`config.mk`:
```
export PLATFORM = sky130hd
export DESIGN_NAME = wed_ctrl
export DESIGN_NICKNAME = d
export VERILOG_FILES = /design/src/design/wed_pkg.sv /design/src/design/wed_ctrl.sv
export SDC_FILE = /design/constraint.sdc
export NUM_CORES = 1
export LEC_CHECK = 0
export BUFFER_PORTS_ARGS = -buffer_cell sky130_fd_sc_hd__buf_2
export CORE_AREA = 5 5 42 44
export DETAILED_ROUTE_END_ITERATION = 16
export DIE_AREA = 0 0 47 49
export PLACE_DENSITY = 0.43
export SKIP_CTS_REPAIR_TIMING = 1
export SYNTH_ARGS = -nofsm -noshare
export SYNTH_HDL_FRONTEND = slang
export SYNTH_SLANG_ARGS = --single-unit
```
`constraint.sdc`:
```
create_clock -name clk -period 2.05 [get_ports clk]
set_input_delay 0.205 -clock clk [delete_from_list [all_inputs] [get_ports clk]]
set_output_delay 0.205 -clock clk [all_outputs]
set_load 0.01 [all_outputs]
```
`src/design/wed_pkg.sv`:
```
// Shared constants, types and helpers for the weighted edit distance block.
package wed_pkg;

  // Store depth and derived widths
  localparam int MAX_LEN   = 1024;
  localparam int LEN_W     = $clog2(MAX_LEN + 1);
  localparam int ADDR_W    = (MAX_LEN > 1) ? $clog2(MAX_LEN) : 1;
  localparam int SYM_W     = 32;
  localparam int COST_W    = 24;
  localparam int DIST_W    = 36;
  // Cell width: a cell never exceeds i*delete + j*insert, plus one cost step
  localparam int CELL_W    = LEN_W + COST_W + 1;
  localparam int MODE_W    = 2;
  localparam int CFG_IDX_W = 2;

  localparam logic [DIST_W-1:0] DIST_MAX = {DIST_W{1'b1}};

  // Item modes
  localparam logic [MODE_W-1:0] MODE_APPEND_SRC = 2'd0;
  localparam logic [MODE_W-1:0] MODE_APPEND_TGT = 2'd1;
  localparam logic [MODE_W-1:0] MODE_COMPUTE    = 2'd2;

  // Configuration register indexes
  localparam logic [CFG_IDX_W-1:0] CFG_INSERT_COST     = 2'd0;
  localparam logic [CFG_IDX_W-1:0] CFG_DELETE_COST     = 2'd1;
  localparam logic [CFG_IDX_W-1:0] CFG_SUBSTITUTE_COST = 2'd2;

  // Cost reset values
  localparam logic [COST_W-1:0] INSERT_COST_RST     = 24'd1;
  localparam logic [COST_W-1:0] DELETE_COST_RST     = 24'd1;
  localparam logic [COST_W-1:0] SUBSTITUTE_COST_RST = 24'd9999999;

  typedef enum logic [2:0] {
    ST_IDLE,
    ST_INIT,
    ST_ROW,
    ST_CELL,
    ST_DONE
  } wed_state_t;

  // Commands from the controller to the datapath
  typedef struct packed {
    logic append_src;
    logic append_tgt;
    logic start;
    logic init_step;
    logic row_start;
    logic cell_step;
    logic finish;
  } wed_cmd_t;

  // Status from the datapath to the controller
  typedef struct packed {
    logic m_zero;
    logic n_zero;
    logic last_col;
    logic next_last_row;
    logic rows_done;
    logic out_blocked;
  } wed_sts_t;

  // Clamp a cell value to the result width
  function automatic logic [DIST_W-1:0] sat_dist(input logic [CELL_W-1:0] d);
    logic [DIST_W-1:0] res;
    if (64'(d) > 64'(DIST_MAX)) begin
      res = DIST_MAX;
    end else begin
      res = DIST_W'(d);
    end
    return res;
  endfunction

endpackage

```
`src/design/wed_ctrl.sv`:
```
// Controller state machine: sequences loading, row init, row sweeps and result.
module wed_ctrl (
  input  logic                       clk,
  input  logic                       rst_n,
  input  logic                       in_valid,
  input  logic [wed_pkg::MODE_W-1:0] in_mode,
  output logic                       in_ready,
  input  wed_pkg::wed_sts_t          sts,
  output wed_pkg::wed_cmd_t          cmd
);
  import wed_pkg::*;

  wed_state_t state_r;
  wed_state_t state_nxt;

  // State register
  always_ff @(posedge clk) begin
    if (!rst_n) begin
      state_r <= ST_IDLE;
    end else begin
      state_r <= state_nxt;
    end
  end

  // Next state and commands
  always_comb begin
    state_nxt = state_r;
    cmd       = '0;
    in_ready  = 1'b0;
    unique case (state_r)
      ST_IDLE: begin
        in_ready = 1'b1;
        if (in_valid) begin
          unique case (in_mode)
            MODE_APPEND_SRC: cmd.append_src = 1'b1;
            MODE_APPEND_TGT: cmd.append_tgt = 1'b1;
            MODE_COMPUTE: begin
              cmd.start = 1'b1;
              if (!sts.n_zero) begin
                state_nxt = ST_INIT;
              end else if (sts.m_zero) begin
                state_nxt = ST_DONE;
              end else begin
                state_nxt = ST_ROW;
              end
            end
            default: ;
          endcase
        end
      end
      ST_INIT: begin
        cmd.init_step = 1'b1;
        if (sts.last_col) begin
          state_nxt = sts.m_zero ? ST_DONE : ST_ROW;
        end
      end
      ST_ROW: begin
        cmd.row_start = 1'b1;
        if (!sts.n_zero) begin
          state_nxt = ST_CELL;
        end else if (sts.next_last_row) begin
          state_nxt = ST_DONE;
        end
      end
      ST_CELL: begin
        cmd.cell_step = 1'b1;
        if (sts.last_col) begin
          state_nxt = sts.rows_done ? ST_DONE : ST_ROW;
        end
      end
      ST_DONE: begin
        if (!sts.out_blocked) begin
          cmd.finish = 1'b1;
          state_nxt  = ST_IDLE;
        end
      end
      default: state_nxt = ST_IDLE;
    endcase
  end

endmodule

```
## After elaboration in Yosys (flattened, before gate mapping)

Index checks and enable logic that the tools add are counted.

| word-level totals | value |
|---|---|
| input port bits | 11 |
| output and inout bits | 8 |
| flip-flop bits (word level) | 3 |

| operators by class | value |
|---|---|
| multiplexer cells | 22 |
| reduce and logical (&&, ||, !) cells | 3 |
| equal/unequal tests | 12 |

Operator list:

| kind | count |
|---|---|
| 3-bit two-way mux | 12 |
| 3-bit one-hot mux with 5 select lines | 1 |
| 1-bit two-way mux | 9 |
| 2-bit inequality test (second input constant) | 4 |
| 3-bit by 2-bit == test with 1-bit output (second input constant) | 2 |
| 6-bit AND reduction | 1 |
| 3-bit by 1-bit == test with 1-bit output (second input constant) | 1 |
| 3-bit == test (second input constant) | 1 |
| 3-bit zero test | 1 |
| 3-bit inequality test (second input constant) | 1 |
| 2-bit by 1-bit == test with 1-bit output (second input constant) | 1 |
| 2-bit == test (second input constant) | 1 |
| 2-bit zero test | 1 |
| 2-bit by 1-bit inequality test with 1-bit output (second input constant) | 1 |

## Logic depth before layout (Yosys ltp)

Gate-level depths: netlist of run 1.

| logic depth | value |
|---|---|
| depth in word-level cells | 5 |
| mapped depth | 5 |
| mapped depth without buffers | 4 |

## Worst setup path after synthesis of run 1

Ideal clock, no wire load.

| timing | value |
|---|---|
| path type | register -> output |
| from | reg state_r[1] |
| to | out cmd[6] in the netlist's numbering |
| setup slack | 738 ps |
| buffers on the path | 0 |
| data arrival time | 1,107 ps |
| stages on the path, launching flop included | 3 |
| data required time | 1,845 ps |
| path through | dfxtp_1 -> nor3_2 -> nor4bb_1 |

RTL lines:

| element | line | RTL |
|---|---|---|
| start: declaration | wed_ctrl.sv:13 | `wed_state_t state_r;` |
| start signal: assignment | wed_ctrl.sv:21 | `state_r <= state_nxt;` |
| end: declaration | wed_ctrl.sv:9 | `output wed_pkg::wed_cmd_t cmd` |

==> flow_metrics.env, run 1 <==
export IMPL_status="finished, final reports clean"
export IMPL_path_buf_inv=1
export IMPL_min_path_cells=2
export IMPL_swShare=0.2981
export IMPL_grt_setup_unrepaired="no"
export IMPL_dp_hpwl_um=651.7
export IMPL_cp_depth=3
export IMPL_max_freq_mhz=605.4
export IMPL_syn_mean_instance_area_sq_um=8.063
export IMPL_largestRegisters="state_r x3"
export IMPL_grt_pass1_vias=319
export IMPL_worstPathRequired_ns=1.85
export IMPL_clk_latency_ns=0.23
export IMPL_crit_type="reg -> out"
export IMPL_fin_skew_ns=0.003019
export IMPL_numCtsBuffers=3
export IMPL_die_h_um=49
export IMPL_synthMuxAreaShare=0.03448
export IMPL_slew_violations=0
export IMPL_path_cells="nor3_2 > nor4bb_1 > buf_2"
export IMPL_postSynthNetCount=47
export IMPL_synth_compound_area_frac=0.2586
export IMPL_max_clock_path_buffers=2
export IMPL_drtIter0Drc=4
export IMPL_grt_ovfl_total=0
export IMPL_finalSetupViolations=0
export IMPL_path_max_fanout=13
export IMPL_setup_tns_ns=0
export IMPL_synth_top_family_by_area="simple AND/OR/NAND/NOR gates"
export IMPL_syn_area_sq_um=290.3
export IMPL_track_usage=0.08292
export IMPL_antennaDiodeCount=0
export IMPL_final_core_util=0.2973
export IMPL_synthCells=36
export IMPL_wl_per_cell_um=12.07
export IMPL_clk_pin_slew_ns=0.04
export IMPL_gp_congestion=0.6716
export IMPL_yosys_area_share_adder=0
export IMPL_finalHoldViolations=0
export IMPL_place_ws_ns=0.5564
export IMPL_ys_warn_count=0
export IMPL_cts_sinks=3
export IMPL_internal_power_uw=168.2
export IMPL_via_per_inst=4.694
export IMPL_cts_root_buffer="clkbuf_4"
export IMPL_port_buffers=18
export IMPL_period_needed_ns=1.652
export IMPL_cp_slowest_stage_delay_ns=0.43
export IMPL_drc_errors=0
export IMPL_die_w_um=47
export IMPL_totalWireLength_um=869
export IMPL_cts_tree="done"
export IMPL_io_pins=19
export IMPL_seq_area_frac_synth=0.2069
export IMPL_core_area_sq_mm=0.001401
export IMPL_placed_area_sq_um=390.4
export IMPL_peakVddDrop_v=0.0001665
export IMPL_rows=14
export IMPL_setup_slack_ns=0.3982
export IMPL_ys_ff_latch=3
export IMPL_relSlewSlack=0.7032
export IMPL_drive_above_1_share=0.4107
export IMPL_syn_to_final_growth_pct=43.53
export IMPL_fin_crit_sh=0.8057
export IMPL_dieArea_sq_mm=0.002303
export IMPL_final_cell_mix="buf_2 (18), nor2b_1 (3), clkbuf_4 (3), dfxtp_1 (3)"
export IMPL_worstSetupEndpointType="output port"
export IMPL_start_kind="flip-flop"
export IMPL_reg2regPathDepth=4
export IMPL_power_frac_seq=0.306
export IMPL_leakage_uw=0.0002008
export IMPL_start_util=0.2071
export IMPL_crit_slowest_cell="dfxtp_1"
export IMPL_clkPwrFrac=0.429
export IMPL_antenna_found_initial=0
export IMPL_grt_max_degree=14
export IMPL_route_vias_total=338
export IMPL_power_density_mw_per_mm2=575.2
export IMPL_combinationalPowerShare=0.265
export IMPL_drv_cap=0
export IMPL_first_pass_iters=3
export IMPL_top_register="state_r"
export IMPL_p_sw_uw=71.45
export IMPL_hold_path_class="in -> reg"
export IMPL_final_nets=68
export IMPL_critPathTopFamily="simple AND/OR/NAND/NOR gates"
export IMPL_fin_area_sq_um=416.7
export IMPL_worstPathArrival_ns=1.45
export IMPL_layout_commonest_cell="buf_2"
export IMPL_synth_xor_area_frac=0
export IMPL_largest_register_ffs=3
export IMPL_grt_pass1_wl_um=1317
export IMPL_synth_distinct_cells=28
export IMPL_drtAntennaViolNets=0
export IMPL_htreeDepth=1
export IMPL_power_uw=239.7
export IMPL_worst_slew_pin_slew_ns=0.4446
export IMPL_yosys_area_share_simple=0.4526
[final timing paths]
kind,start,slack (ns),end
max,state_r[0],0.40,cmd[6]
min,rst_n,0.21,state_r[2]
max reg2reg,state_r[1],0.52,state_r[1]
min reg2reg,state_r[0],0.74,state_r[0]
[per-layer routing]
metal,share of wire,track usage,wire [um]
met1,0.44,0.08952,383
met2,0.41,0.1131,355
met3,0.13,0.03321,116
met4,0.016,0.08295,14
met5,0,0,0
[power by group through the flow]
stage | logic, uW | registers, uW | clock network (uW)
after floorplan | 44.1 | 66.9 | 0
after global placement | 64.6 | 74.0 | 0
after detailed placement | 63.5 | 74.1 | 0
after CTS | 64.1 | 73.1 | 108
after global routing | 70.4 | 74.1 | 117
final | 63.4 | 73.3 | 103
[final cells by class]
class / instances / area (sq um)
Multi-Input combinational cell: 30 / 216.5
Clock buffer: 4 / 26.28
Sequential cell: 3 / 60.06
Tap cell: 16 / 20.02
Timing Repair Buffer: 18 / 90.09
Inverter: 1 / 3.754
Fill cell: 169 / 984.7
[cell families after synthesis]
kind of cell | count (synthesis)
buffers and inverters | 3
DFF | 3
and+or+nand+nor | 20
AOI/OAI and AO/OA | 9
muxes | 1
[per-stage QoR]
| stage | std cells | hold slack, ns |
|---|---|---|
| global placement | 68 | 0.4570 |
| detailed placement | 68 | 0.4435 |
| CTS | 72 | 0.1989 |
| global route | 72 | 0.1864 |
| floorplan | 36 | 0.3306 |
| finish | 72 | 0.2060 |
[cells in the mapped netlist (all sizes together)]
library cell / count / area [sq um]
a21boi: 1 / 7.510
a22o: 1 / 8.760
a2bb2oi: 1 / 8.760
a311oi: 1 / 8.760
a32o: 1 / 10.01
and2: 1 / 6.260
and2b: 1 / 7.510
and4b: 1 / 10.01
buf: 2 / 10.01
dfxtp: 3 / 60.06
inv: 1 / 3.750
mux2i: 1 / 10.01
nand2: 3 / 13.77
nand2b: 2 / 12.51
nand3b: 1 / 7.510
nor2: 2 / 7.510
nor2b: 3 / 18.77
nor3: 2 / 15.01
nor3b: 1 / 7.510
nor4: 1 / 6.260
nor4b: 1 / 8.760
nor4bb: 1 / 10.01
o2111a: 1 / 11.26
o211ai: 1 / 7.510
o21ai: 1 / 5.000
o31ai: 1 / 7.510
(Power assumes the default switching activity.)
==> run 2, diff against run 1 <==
Settings changed: PLACE_DENSITY 0.43 to 0.45.
Clock period 2.05 ns to 1.45 ns, I/O delays scaled along.
==> flow_metrics.env, run 2 (synthesis gave the netlist of run 1 again) <==
export IMPL_relSlewSlack=0.8470
export IMPL_start_util=0.2071
export IMPL_fin_skew_ns=0.004107
export IMPL_path_max_fanout=5
export IMPL_top_register="state_r"
export IMPL_cts_root_buffer="clkbuf_4"
export IMPL_first_pass_iters=2
export IMPL_grt_max_degree=9
export IMPL_antennaDiodeCount=0
export IMPL_largest_register_ffs=3
export IMPL_reg2regPathDepth=4
export IMPL_antenna_found_initial=0
export IMPL_start_kind="flip-flop"
export IMPL_port_buffers=18
export IMPL_worstSetupEndpointType="output port"
export IMPL_power_uw=352.6
export IMPL_worstReg2RegStart="state_r[1]"
export IMPL_peakVddDrop_v=0.0003102
export IMPL_via_per_inst=4.760
export IMPL_status="finished, final reports clean"
export IMPL_final_cell_mix="buf_2 (18), clkbuf_4 (3), buf_4 (3), dfxtp_2 (3)"
export IMPL_dp_hpwl_um=675.3
export IMPL_clk_pin_slew_ns=0.04
export IMPL_leakage_uw=0.0002196
export IMPL_finalHoldViolations=0
export IMPL_numCtsBuffers=3
export IMPL_power_frac_seq=0.282
export IMPL_crit_type="reg -> out"
export IMPL_hold_path_class="in -> reg"
export IMPL_layout_commonest_cell="buf_2"
export IMPL_wl_per_cell_um=10.89
export IMPL_finalSetupViolations=0
export IMPL_clk_latency_ns=0.24
export IMPL_track_usage=0.07665
export IMPL_swShare=0.3031
export IMPL_grt_ovfl_total=0
export IMPL_period_needed_ns=1.374
export IMPL_max_clock_path_buffers=2
export IMPL_drive_above_1_share=0.5254
export IMPL_rr_endpoint="state_r[1]"
export IMPL_totalWireLength_um=817
export IMPL_r2r_slack_ns=0.24
export IMPL_final_nets=71
export IMPL_dieArea_sq_mm=0.002303
export IMPL_max_freq_mhz=728.0
export IMPL_cp_slowest_stage_delay_ns=0.34
export IMPL_die_w_um=47
export IMPL_fin_crit_sh=0.9473
export IMPL_hold_ws_ns=0.1450
export IMPL_drtIter0Drc=15
export IMPL_power_density_mw_per_mm2=780.5
export IMPL_rows=14
export IMPL_worstPathRequired_ns=1.31
export IMPL_crit_slowest_cell="dfxtp_2"
export IMPL_p_sw_uw=106.9
export IMPL_syn_to_final_growth_pct=55.60
export IMPL_grt_pass1_vias=342
export IMPL_io_pins=19
export IMPL_clkPwrFrac=0.427
export IMPL_grt_pass1_wl_um=1317
export IMPL_cts_sinks=3
export IMPL_worst_slew_pin_slew_ns=0.2279
export IMPL_path_cells="nor3_2 > nor4bb_1 > buf_2"
export IMPL_combinationalPowerShare=0.290
export IMPL_gp_congestion=0.7096
export IMPL_htreeDepth=1
export IMPL_cts_tree="done"
export IMPL_drc_errors=0
export IMPL_drv_cap=0
export IMPL_largestRegisters="state_r x3"
export IMPL_startpoint="state_r[1]"
export IMPL_grt_setup_unrepaired="no"
export IMPL_route_vias_total=357
export IMPL_n_fill_cell=163
export IMPL_cp_endpoint="cmd[6]"
export IMPL_slew_violations=0
export IMPL_drtAntennaViolNets=0
export IMPL_die_h_um=49
export IMPL_core_area_sq_mm=0.001401
export IMPL_worstPathArrival_ns=1.23
export IMPL_internal_power_uw=245.7
## run 2: area by class of cell
class / count / area [sq um] / area share
multi-input cells: 30 / 225.2 / 0.4986
repair buffers: 21 / 112.6 / 0.2493
flip-flops and latches: 3 / 63.81 / 0.1413
clock buffers: 4 / 26.28 / 0.05817
well taps: 16 / 20.02 / 0.04432
inverters: 1 / 3.754 / 0.008310
## run 2: worst min path at each step
stage	from	endpoint	slack [ns]	cells past startpoint
detailed placement	rst_n	state_r[2]	0.39	2
global placement	rst_n	state_r[2]	0.40	2
floorplan	rst_n	state_r[2]	0.27	1
finish	rst_n	state_r[2]	0.14	2
CTS	rst_n	state_r[2]	0.14	2
global route	rst_n	state_r[2]	0.16	2
## run 2: per-stage QoR
| step | cells | instance area, sq um | util | TNS, ns | setup WS, ns |
|---|---|---|---|---|---|
| detailed placement | 71 | 412.9 | 0.2946 | 0 | 0.1973 |
| global placement | 71 | 412.9 | 0.2946 | 0 | 0.1901 |
| floorplan | 36 | 290.3 | - | 0 | 0.1979 |
| global route | 75 | 451.7 | 0.3223 | 0 | 0.01933 |
| CTS | 75 | 439.2 | 0.3134 | -0.04272 | -0.04272 |
| finish | 75 | 451.7 | 0.3223 | 0 | 0.07640 |
## run 2: worst max-delay path, delay by kind of cell, from the launching register on
family | cells | cell delay, ns
buffers and inverters | 1 | 0.17
AND/OR/NAND/NOR | 2 | 0.47
flip-flops | 1 | 0.34
## run 2: routing by layer
metal  GRT usage  wire [um]  share of wire
met1      0.1007        389           0.48
met2      0.1086        320           0.39
met3     0.01107         86           0.11
met4     0.05530         21          0.026
met5           0          0              0
## run 2: power groups by stage
stage / Sequential (uW) / Clock [uW] / Combinational (uW)
floorplan: 94.6 / 0 / 62.3
global placement: 99.4 / 0 / 103
detailed placement: 99.4 / 0 / 102
CTS: 98.2 / 155 / 102
global route: 101 / 169 / 113
finish: 99.6 / 151 / 102
==> run 3, diff against run 2 <==
Settings changed: CORE_AREA 5 5 42 44 to 2 2 39 41, DIE_AREA 0 0 47 49 to 0 0 41 43, PLACE_DENSITY 0.45 to 0.43, SLEW_MARGIN from default to 25.
Clock period 1.45 ns to 1.3 ns, I/O delays scaled along.
==> flow_metrics.env, run 3 (synthesis gave the netlist of run 1 again) <==
export IMPL_status="finished, final reports clean"
export IMPL_track_usage=0.1083
export IMPL_period_needed_ns=1.288
export IMPL_port_buffers=18
export IMPL_drive_above_1_share=0.5968
export IMPL_relSlewSlack=0.8436
export IMPL_worstPathRequired_ns=1.17
export IMPL_largestRegisters="state_r x3"
export IMPL_path_max_fanout=4
export IMPL_drv_cap=0
export IMPL_dieArea_sq_mm=0.001763
export IMPL_die_h_um=43
export IMPL_cts_sinks=3
export IMPL_wl_per_cell_um=10.81
export IMPL_fin_skew_ns=0.001359
export IMPL_worst_slew_pin_slew_ns=0.2331
export IMPL_cp_slowest_stage_delay_ns=0.35
export IMPL_hold_path_class="in -> reg"
export IMPL_antennaDiodeCount=0
export IMPL_fin_area_sq_um=515.5
export IMPL_min_path_cells=2
export IMPL_worstPathArrival_ns=1.16
export IMPL_crit_slowest_cell="dfxtp_4"
export IMPL_finalHoldViolations=0
export IMPL_grt_ovfl_total=0
export IMPL_layout_commonest_cell="buf_2"
export IMPL_cts_root_buffer="clkbuf_4"
export IMPL_finalSetupViolations=0
export IMPL_drtAntennaViolNets=0
export IMPL_io_pins=19
export IMPL_critPathTopFamily="simple AND/OR/NAND/NOR gates"
export IMPL_hold_start="rst_n"
export IMPL_worstReg2RegStart="state_r[1]"
export IMPL_start_kind="flip-flop"
export IMPL_largest_register_ffs=3
export IMPL_core_area_sq_mm=0.001384
export IMPL_grt_setup_unrepaired="yes"
export IMPL_drtIter0Drc=2
export IMPL_die_w_um=41
export IMPL_fin_crit_sh=0.9904
export IMPL_antenna_found_initial=0
export IMPL_clk_pin_slew_ns=0.03
export IMPL_peakVddDrop_v=0.0003445
export IMPL_route_vias_total=378
export IMPL_max_clock_path_buffers=2
export IMPL_power_density_mw_per_mm2=783.2
export IMPL_final_nets=74
export IMPL_grt_pass1_vias=344
export IMPL_placed_area_sq_um=427.9
export IMPL_grt_pass1_wl_um=1324
export IMPL_path_cells="nor3_4 > nor4bb_1 > buf_2"
export IMPL_top_register="state_r"
export IMPL_final_cell_mix="buf_2 (18), buf_4 (5), clkbuf_4 (3), dfxtp_4 (3)"
export IMPL_start_util=0.2098
export IMPL_leakage_uw=0.0002470
export IMPL_cts_tree="done"
export IMPL_numCtsBuffers=3
export IMPL_gp_congestion=0.7233
export IMPL_reg2regPathDepth=4
export IMPL_dp_hpwl_um=706.4
export IMPL_worstSetupEndpointType="output port"
export IMPL_via_per_inst=4.846
export IMPL_max_freq_mhz=776.7
export IMPL_setup_tns_ns=0
export IMPL_htreeDepth=1
export IMPL_startpoint="state_r[0]"
export IMPL_grt_max_degree=8
export IMPL_first_pass_iters=4
export IMPL_syn_to_final_growth_pct=77.59
export IMPL_drc_errors=0
export IMPL_path_buf_inv=1
export IMPL_slew_violations=0
export IMPL_crit_type="reg -> out"
export IMPL_clk_latency_ns=0.23
export IMPL_rows=14
export IMPL_cp_depth=3
export IMPL_totalWireLength_um=843
## run 3: changes by cell type in the layout (fill, tap and decap cells not counted), moves of 2 or more
| cell | before | now |
|---|---|---|
| dfxtp_2 | 3 | 0 |
| nor2b_4 | 0 | 2 |
| buf_4 | 3 | 5 |
| dfxtp_4 | 0 | 3 |
## run 3: area by class of cell
class	count	area, sq um
clock buffer	4	26.28
tap	16	20.02
fill	152	868.3
multi-input combinational	30	255.2
sequential	3	71.32
inverter	1	3.754
timing repair buffer	24	138.9
## run 3: worst paths after layout
check / to / slack [ns]
worst max-delay path: cmd[6] / 0.01
worst min-delay path: state_r[2] / 0.14
worst max register to register: state_r[1] / 0.08
worst min register to register: state_r[0] / 0.57
## run 3: worst reg2reg max path: cells and delay by family, from the launching register on
family	cells	cell delay, ns
AOI/OAI and AO/OA	3	0.60
buffers and inverters	1	0.16
DFF	1	0.35
## run 3: power by group
part / total, uW / internal, uW / leakage (uW) / switching, uW
Combinational: 137 / 74.3 / 0.000205 / 62.3
Clock: 158 / 115 / 0.0000150 / 43.7
Sequential: 109 / 96.7 / 0.0000267 / 12.0
Total: 404 / 286 / 0.000247 / 118
## run 3: per-stage QoR
stage               cells  setup WS (ns)  power, uW    util  hold WS (ns)
finish                 78        0.01242      403.7  0.3725        0.1450
global route           78       -0.08360      445.0  0.3725        0.1655
global placement       73      -0.005186      230.8  0.3092        0.3998
CTS                    77        -0.1356      398.4  0.3282        0.1379
detailed placement     73       0.007615      231.4  0.3092        0.3794
floorplan              36        0.06289      174.9       -        0.2556
## run 3: metal layers
layer,GRT usage,vias to the layer above,wire (um)
met5,0,-,0
met4,0.06000,0,0
met3,0.03141,0,69
met2,0.1781,19,433
met1,0.1154,170,340
li1,-,189,-
